$ cat src/rtl/core/cbmp_pkg.sv
// Shared constants, types and helper functions for the complex bin magnitude and phase block.
package cbmp_pkg;

  localparam int unsigned SampleWidthDefault   = 24;
  localparam int unsigned AngleFracBitsDefault = 13;

  // The angle accumulator counts units of 2^-30 rad.
  localparam int unsigned CordicSteps = 30;
  localparam int unsigned AccFrac     = 30;
  localparam int unsigned AccWidth    = 32;

  // Vectors are scaled up until the larger part reaches 2^NormExp.
  localparam int unsigned NormExp     = 40;
  localparam int unsigned CordicWidth = NormExp + 5;

  localparam logic signed [AccWidth-1:0] HalfPiAcc = 32'sd1686629713;

  // Register stages in front of and behind the iteration chains.
  localparam int unsigned MagPreStages   = 3;
  localparam int unsigned PhasePreStages = 4;
  localparam int unsigned PhasePostStages = 3;
  localparam int unsigned PhaseLatency   = PhasePreStages + CordicSteps + PhasePostStages;

  // Control that travels along the phase pipeline next to the data.
  typedef struct packed {
    logic last;
    logic im_zero;
    logic re_zero;
  } ph_ctl_t;

  function automatic int unsigned mag_latency(input int unsigned sample_width);
    mag_latency = MagPreStages + sample_width;
  endfunction

  // Both paths are padded to this depth, so every item leaves in order.
  function automatic int unsigned total_latency(input int unsigned sample_width);
    int unsigned lm;
    lm = mag_latency(sample_width);
    total_latency = ((lm > PhaseLatency) ? lm : PhaseLatency) + 1;
  endfunction

  // atan(2^-i) in units of 2^-30 rad.
  function automatic logic signed [AccWidth-1:0] atan_step(input int unsigned i);
    case (i)
      0: atan_step = 32'sd843314857;
      1: atan_step = 32'sd497837829;
      2: atan_step = 32'sd263043837;
      3: atan_step = 32'sd133525159;
      4: atan_step = 32'sd67021687;
      5: atan_step = 32'sd33543516;
      6: atan_step = 32'sd16775851;
      7: atan_step = 32'sd8388437;
      8: atan_step = 32'sd4194283;
      9: atan_step = 32'sd2097149;
      default: atan_step = AccWidth'(64'sd1 <<< (AccFrac - i));
    endcase
  endfunction

endpackage

$ cat src/rtl/core/cbmp_mag.sv
// Magnitude pipeline: absolute values, squares, sum and a one-bit-per-stage square root.
module cbmp_mag import cbmp_pkg::*; #(
  parameter int unsigned SAMPLE_WIDTH = SampleWidthDefault
) (
  input  logic                           clk_i,
  input  logic                           rst_ni,
  input  logic                           valid_i,
  input  logic signed [SAMPLE_WIDTH-1:0] real_part_i,
  input  logic signed [SAMPLE_WIDTH-1:0] imag_part_i,
  output logic                           valid_o,
  output logic        [SAMPLE_WIDTH-1:0] magnitude_o
);

  localparam int unsigned SW  = SAMPLE_WIDTH;
  localparam int unsigned Lat = MagPreStages + SW;

  logic [Lat-1:0] vld_q;

  logic [SW-1:0]   ar_q, ai_q;
  logic [SW-1:0]   ar_d, ai_d;
  logic [2*SW-1:0] sqr_q, sqi_q;

  logic [2*SW-1:0] rad_q  [SW];
  logic [SW+1:0]   rem_q  [SW];
  logic [SW-1:0]   root_q [SW+1];

  always_ff @(posedge clk_i or negedge rst_ni) begin
    if (!rst_ni) begin
      vld_q <= '0;
    end else begin
      vld_q <= {vld_q[Lat-2:0], valid_i};
    end
  end

  // The negation of the most negative value wraps to the right unsigned bits.
  assign ar_d = $unsigned(real_part_i[SW-1] ? -real_part_i : real_part_i);
  assign ai_d = $unsigned(imag_part_i[SW-1] ? -imag_part_i : imag_part_i);

  always_ff @(posedge clk_i) begin
    if (valid_i) begin
      ar_q <= ar_d;
      ai_q <= ai_d;
    end
    if (vld_q[0]) begin
      sqr_q <= (2*SW)'(ar_q) * (2*SW)'(ar_q);
      sqi_q <= (2*SW)'(ai_q) * (2*SW)'(ai_q);
    end
    if (vld_q[1]) begin
      rad_q[0]  <= sqr_q + sqi_q;
      rem_q[0]  <= '0;
      root_q[0] <= '0;
    end
  end

  for (genvar j = 0; j < SW; j++) begin : g_sqrt
    logic [SW+1:0] rem_pre;
    logic [SW+1:0] trial;
    logic [SW+2:0] diff;
    logic          ge;

    always_comb begin
      rem_pre = {rem_q[j][SW-1:0], rad_q[j][2*SW-1 -: 2]};
      trial   = {root_q[j], 2'b01};
      diff    = {1'b0, rem_pre} - {1'b0, trial};
      ge      = ~diff[SW+2];
    end

    always_ff @(posedge clk_i) begin
      if (vld_q[MagPreStages-1+j]) begin
        root_q[j+1] <= {root_q[j][SW-2:0], ge};
      end
    end

    if (j < SW - 1) begin : g_carry
      always_ff @(posedge clk_i) begin
        if (vld_q[MagPreStages-1+j]) begin
          rad_q[j+1] <= rad_q[j] << 2;
          rem_q[j+1] <= ge ? diff[SW+1:0] : rem_pre;
        end
      end
    end
  end

  assign valid_o     = vld_q[Lat-1];
  assign magnitude_o = root_q[SW];

endmodule

$ cat config.mk
export PLATFORM = sky130hd
export DESIGN_NAME = cbmp_mag
export DESIGN_NICKNAME = d
export VERILOG_FILES = /design/src/rtl/core/cbmp_pkg.sv /design/src/rtl/core/cbmp_mag.sv
export SDC_FILE = /design/constraint.sdc
export NUM_CORES = 2
export LEC_CHECK = 0
export BUFFER_PORTS_ARGS = -buffer_cell sky130_fd_sc_hd__buf_2
export CAP_MARGIN = 20
export CORE_MARGIN = 1
export CORE_UTILIZATION = 51
export CTS_CLUSTER_DIAMETER = 60
export CTS_CLUSTER_SIZE = 8
export DETAILED_ROUTE_END_ITERATION = 8
export GPL_TIMING_DRIVEN = 1
export PLACE_DENSITY = 0.74
export SLEW_MARGIN = 10
export SYNTH_ARGS = -nofsm -noshare
export SYNTH_HDL_FRONTEND = slang
export SYNTH_SLANG_ARGS = --single-unit
$ cat constraint.sdc
create_clock -name clk_i -period 6.85 [get_ports clk_i]
set_clock_uncertainty 0.1 [all_clocks]
set_input_delay 0.3425 -clock clk_i [delete_from_list [all_inputs] [get_ports clk_i]]
set_output_delay 0.3425 -clock clk_i [all_outputs]
set_load 0.005 [all_outputs]
; ---- Word level (Yosys, flattened, before mapping)
; Memories as Yosys holds them, arrays and structs flattened.
; Cells that the tools add are included.
[totals]
ff_bits = 171
ram_bits = 2376
input_bits = 51
mem_count = 3
[mem_list]
columns = memory, depth, word_bits, read_ports, rd_clocked_by_memory_dff, write_ports, line_no
row1 = rad_q, 24, 48, 24, 0, 24, cbmp_mag.sv:23  ; logic [2*SW-1:0] rad_q [SW];
row2 = rem_q, 24, 26, 24, 0, 24, cbmp_mag.sv:24  ; logic [SW+1:0] rem_q [SW];
row3 = root_q, 25, 24, 25, 0, 25, cbmp_mag.sv:25  ; logic [SW-1:0] root_q [SW+1];
[classes]
addsub = 27
mul = 2
n_mux = 75
bitwise_logic = 24
[op_table]
columns = op, count
row1 = $sub A26 B26 Y27, 24
row2 = $mux W26, 23
row3 = $mul A24 B24 Y48, 2
row4 = $mux W1, 50
row5 = $add A48 B48 Y48, 1
row6 = $neg A24 Y24, 2
row7 = $mux W23, 2
row8 = $not A1 Y1, 24

; ---- Logic depth before layout (Yosys ltp)
; An unclocked memory read counts as a cell.
[depth]
ltp_word = 3
depth_mapped = 27
mapped_depth_nobuf = 26

; ---- Worst setup path after synthesis
; Ideal clock, no wire load.
[synth_timing]
path_kind = reg2reg
startpoint = register ai_q[15]
endpoint = register sqi_q[43], data pin
setup_ns = 0.265
t_arrival_ns = 6.803
t_required_ns = 6.485
setup_slack_ns = -0.318
stages_incl_launch_ff = 28
path_buffers = 2
period_less_slack_ns = 7.168
cell_sequence = edfxtp_1 > clkbuf_1 > clkbuf_1 > nand2_1 > fa_1 > inv_1 > fa_1 > inv_1 > fa_1 > inv_1 > fa_1 > inv_1 > fa_1 > inv_1 > fa_1 > inv_1 > fa_1 > inv_1 > ha_1 > a21o_1 > a21o_1 > a21o_1 > a311o_1 > a31oi_2 > o31ai_4 > a211oi_2 > o21bai_1 > xor2_1
[synth_via]
elab_chain_len = 1
[synth_lines]
columns = item, line_no
row1 = start: declaration, cbmp_mag.sv:19  ; logic [SW-1:0] ar_q, ai_q;
row2 = start signal: assignment, cbmp_mag.sv:42  ; ai_q <= ai_d;
row3 = $mul A24 B24 Y48, cbmp_mag.sv:46  ; sqi_q <= (2*SW)'(ai_q) * (2*SW)'(ai_q);
row4 = end signal: assignment, cbmp_mag.sv:46
row5 = end: declaration, cbmp_mag.sv:21  ; logic [2*SW-1:0] sqr_q, sqi_q;
; No other way between the ends.
; A chain may end at the register's enable or synchronous reset.

; ---- Worst setup path in the final report
[layout_timing]
startpoint = register ar_q[8]
endpoint = register sqr_q[47], data pin
[layout_via]
elab_chain_len = 1
[layout_lines]
columns = item, line_no
row1 = start: declaration, cbmp_mag.sv:19
row2 = start signal: assignment, cbmp_mag.sv:41  ; ar_q <= ar_d;
row3 = $mul A24 B24 Y48, cbmp_mag.sv:45  ; sqr_q <= (2*SW)'(ar_q) * (2*SW)'(ar_q);
row4 = end signal: assignment, cbmp_mag.sv:45
row5 = end: declaration, cbmp_mag.sv:21
; No other way between the ends.

==> results.yml <==
global_route:
  antenna_found_initial: 0
  grt_max_degree: 71
  grt_pass1_vias: 71600
  grt_pass1_wl_um: 363000
  grt_usage_pct: 22.0
  grt-ovfl-total: 0
cells_and_area:
  nets: 11300
  n_fill_cell: 15600
  syn_to_final_growth_pct: 15.5
  multi_input_area_um2: 51100
  seqCellArea_um2: 47600
  utilization_pct: 59.5
  drive_gt1_share_pct: 13.2
  insertedDiodeCount: 0
  design_area_um2: 121000
floorplanning:
  rows: 165
  die_height_um: 455
  dieArea_um2: 207000
  initial_core_util_pct: 51.5
  core-area_um2: 203000
  num_io_pins: 76
  die_w_um: 455
drt:
  drt-initial-drc-count: 4300
  route.detailed.drc: 0
  drtAntennaViolNets: 0
  top_layer: "met4"
  drtPass1Iterations: 6
  wl_per_cell_um: 18.0
  route.met3.wl_um: 9180
  routed_via_density: 5.38
  wl_um: 225000
  vias: 67300
  routed-wl-met2_um: 120000
  met1_length_um: 86500
clock_tree:
  cts_max_path_buffers: 3
  clk_pin_slew_ns: 0.05
  htree_num_levels: 4
  cts.sinks: 1590
  cts_root_buf: "clkbuf_16"
  clk_latency_ns: 0.84
  cts_buffers: 221
  cts_tree: "yes"
yosys:
  yosysUniqueCellTypes: 105
  yosys_warnings: 0
  async_reset_ff_share_pct: 1.70
  synth_seq_cells: 1590
  synthFlopType: "edfxtp_1"
  synth_area_per_cell_um2: 11.7
  syn_inst: 8948
  netlist_area_um2: 104000
  syn-num-nets: 10500
  synth_edf_count: 1563
  ys_seq_area_share_pct: 45.6
worst_setup_path:
  path_class: "reg -> reg"
  worstPathMaxFanout: 4
  ff2ff_setup_slack_ns: -0.12
  required_ns: 7.32
  crit_path_start_kind: "flip-flop"
  end_kind: "flip-flop"
  worstPathArrival_ns: 7.45
place:
  place_area_um2: 111000
  port_buffers: 75
  place_congestion: 0.946
  hpwlAfterDp_um: 170000
status:
  failed_checks: "negative setup slack"
  status: "finished, violations left"
sta:
  fmax_mhz: 143
  slew_headroom_pct: 32.0
  rsz0062_at_grt: "true"
  holdWs_ns: 0.0526
  hold_viol: 0
  setup_slack_ns: -0.125
  setup_violations: 13
  worstMarginPinSlew_ns: 1.02
  final.min_clock_period_ns: 6.97
  fin_crit_sh_pct: 102
  finalMaxSlewViolations: 0
job:
  maxCapViolCount: 0
min_path:
  min_path_type: "in -> async"
cell families after synthesis:
logic type / after synthesis / synth area share [%]
buffers and inverters: 1801 / 6.52
AND/OR/NAND/NOR: 2031 / 9.56
multiplexers: 68 / 0.745
adder cells (fa/ha/maj): 1539 / 24.5
other: 1 / 0.00359
flip-flops: 1590 / 45.6
AO/OA/AOI/OAI: 1332 / 8.17
XOR/XNOR: 586 / 4.91
path summary, 6_finish.rpt:
| check | depth (start not counted) | end | from |
|---|---|---|---|
| worst max-delay path | 26 | sqr_q[47] | ar_q[8] |
| worst min-delay path | 2 | vld_q[1] | rst_ni |
| worst max register to register | 26 | sqr_q[47] | ar_q[8] |
| worst min register to register | 0 | rad_q[1][95] | rad_q[1][45] |
| max in group asynchronous | 2 | vld_q[4] | rst_ni |
| min in group clk_i | 3 | ai_q[15] | imag_part_i[23] |
per-layer routing:
metal	up-vias	GRT usage, %
li1	31700	-
met1	33300	25.2
met2	1772	40.8
met3	566	2.81
met4	0	9.54
met5	-	0
metrics by stage:
step	setup TNS (ns)	worst slack [ns]	instances
2_1_floorplan	-0.0328	-0.0328	8948
3_3_place_gp	-4.31	-0.308	12000
3_5_place_dp	-7.24	-0.384	12000
4_1_cts	-0.00950	-0.00744	12500
5_1_grt	-7.55	-0.354	12500
6_report	-0.476	-0.125	12500
cell usage after synthesis (all sizes together), types with 86 or more instances:
cell / instances / area [µm²]
inv: 1603 / 6020
edfxtp: 1563 / 46900
fa: 844 / 16900
ha: 695 / 8700
nand2: 663 / 2490
a21oi: 419 / 2100
nor2: 405 / 1520
xnor2: 329 / 2880
o21ai: 301 / 1510
xor2: 257 / 2250
and2: 249 / 1560
clkbuf: 168 / 631
a21o: 167 / 1250
nor3: 143 / 732
nand3: 91 / 455
o21a: 86 / 646
state kept, by name, summed over array words and instances (netlist names):
name    flops
rad_q     600
ai_q       24
root_q    300
sqr_q      47
ar_q       24
rem_q     521
vld_q      27
sqi_q      47
layout by cell type (no fill, tap or decap), drive strengths merged, types with 58 or more instances in the layout:
cell | netlist | final
o21a | 86 | 86
nor3 | 143 | 143
o21ai | 301 | 301
edfxtp | 1563 | 1563
a21o | 167 | 167
ha | 695 | 695
buf | 30 | 658
xnor2 | 329 | 329
dlygate4sd3 | 0 | 75
nor2 | 405 | 405
fa | 844 | 844
o31ai | 58 | 58
a21oi | 419 | 419
nand3 | 91 | 91
nand2b | 77 | 77
nand2 | 663 | 663
inv | 1603 | 1606
xor2 | 257 | 257
nor2b | 64 | 64
or3 | 67 | 67
clkbuf | 168 | 343
and2 | 249 | 249
cell type report:
cell class                 count  share of cell area (%)
multi-input combinational   5557                    42.3
sequential                  1590                    39.5
timing repair buffer         734                    5.04
inverter                    1603                    4.99
clock buffer                 342                    4.99
tap                         2672                    2.77
clock inverter                24                   0.402
timing repair:
item | CTS | global route
hold endpoints to repair | 74 | 0
hold buffers | 75 | 0
resized for setup | 173 | 190
buffers inserted | 54 | 38
cloned | 1 | 2
pin swaps | 116 | 122
endpoints found under the setup margin | 40 | 45
worst max-delay path: stages, from the launching register on:
cell	delay (ns)
edfxtp_1	0.50
buf_6	0.19
and2_4	0.15
fa_1	0.55
inv_2	0.04
fa_1	0.50
inv_2	0.05
fa_1	0.55
inv_2	0.04
fa_1	0.49
inv_1	0.05
fa_1	0.46
fa_1	0.49
inv_1	0.05
fa_1	0.53
inv_2	0.06
ha_4	0.27
nand2_2	0.05
o211ai_1	0.23
buf_4	0.16
a41oi_2	0.11
o221a_2	0.26
o31a_4	0.12
o211a_1	0.25
nand3b_1	0.23
o21ai_2	0.18
xnor2_1	0.07
Power is left out: the tool's default activity adds up to more than one toggle a clock period on the data nets, which glitch-free logic cannot reach.
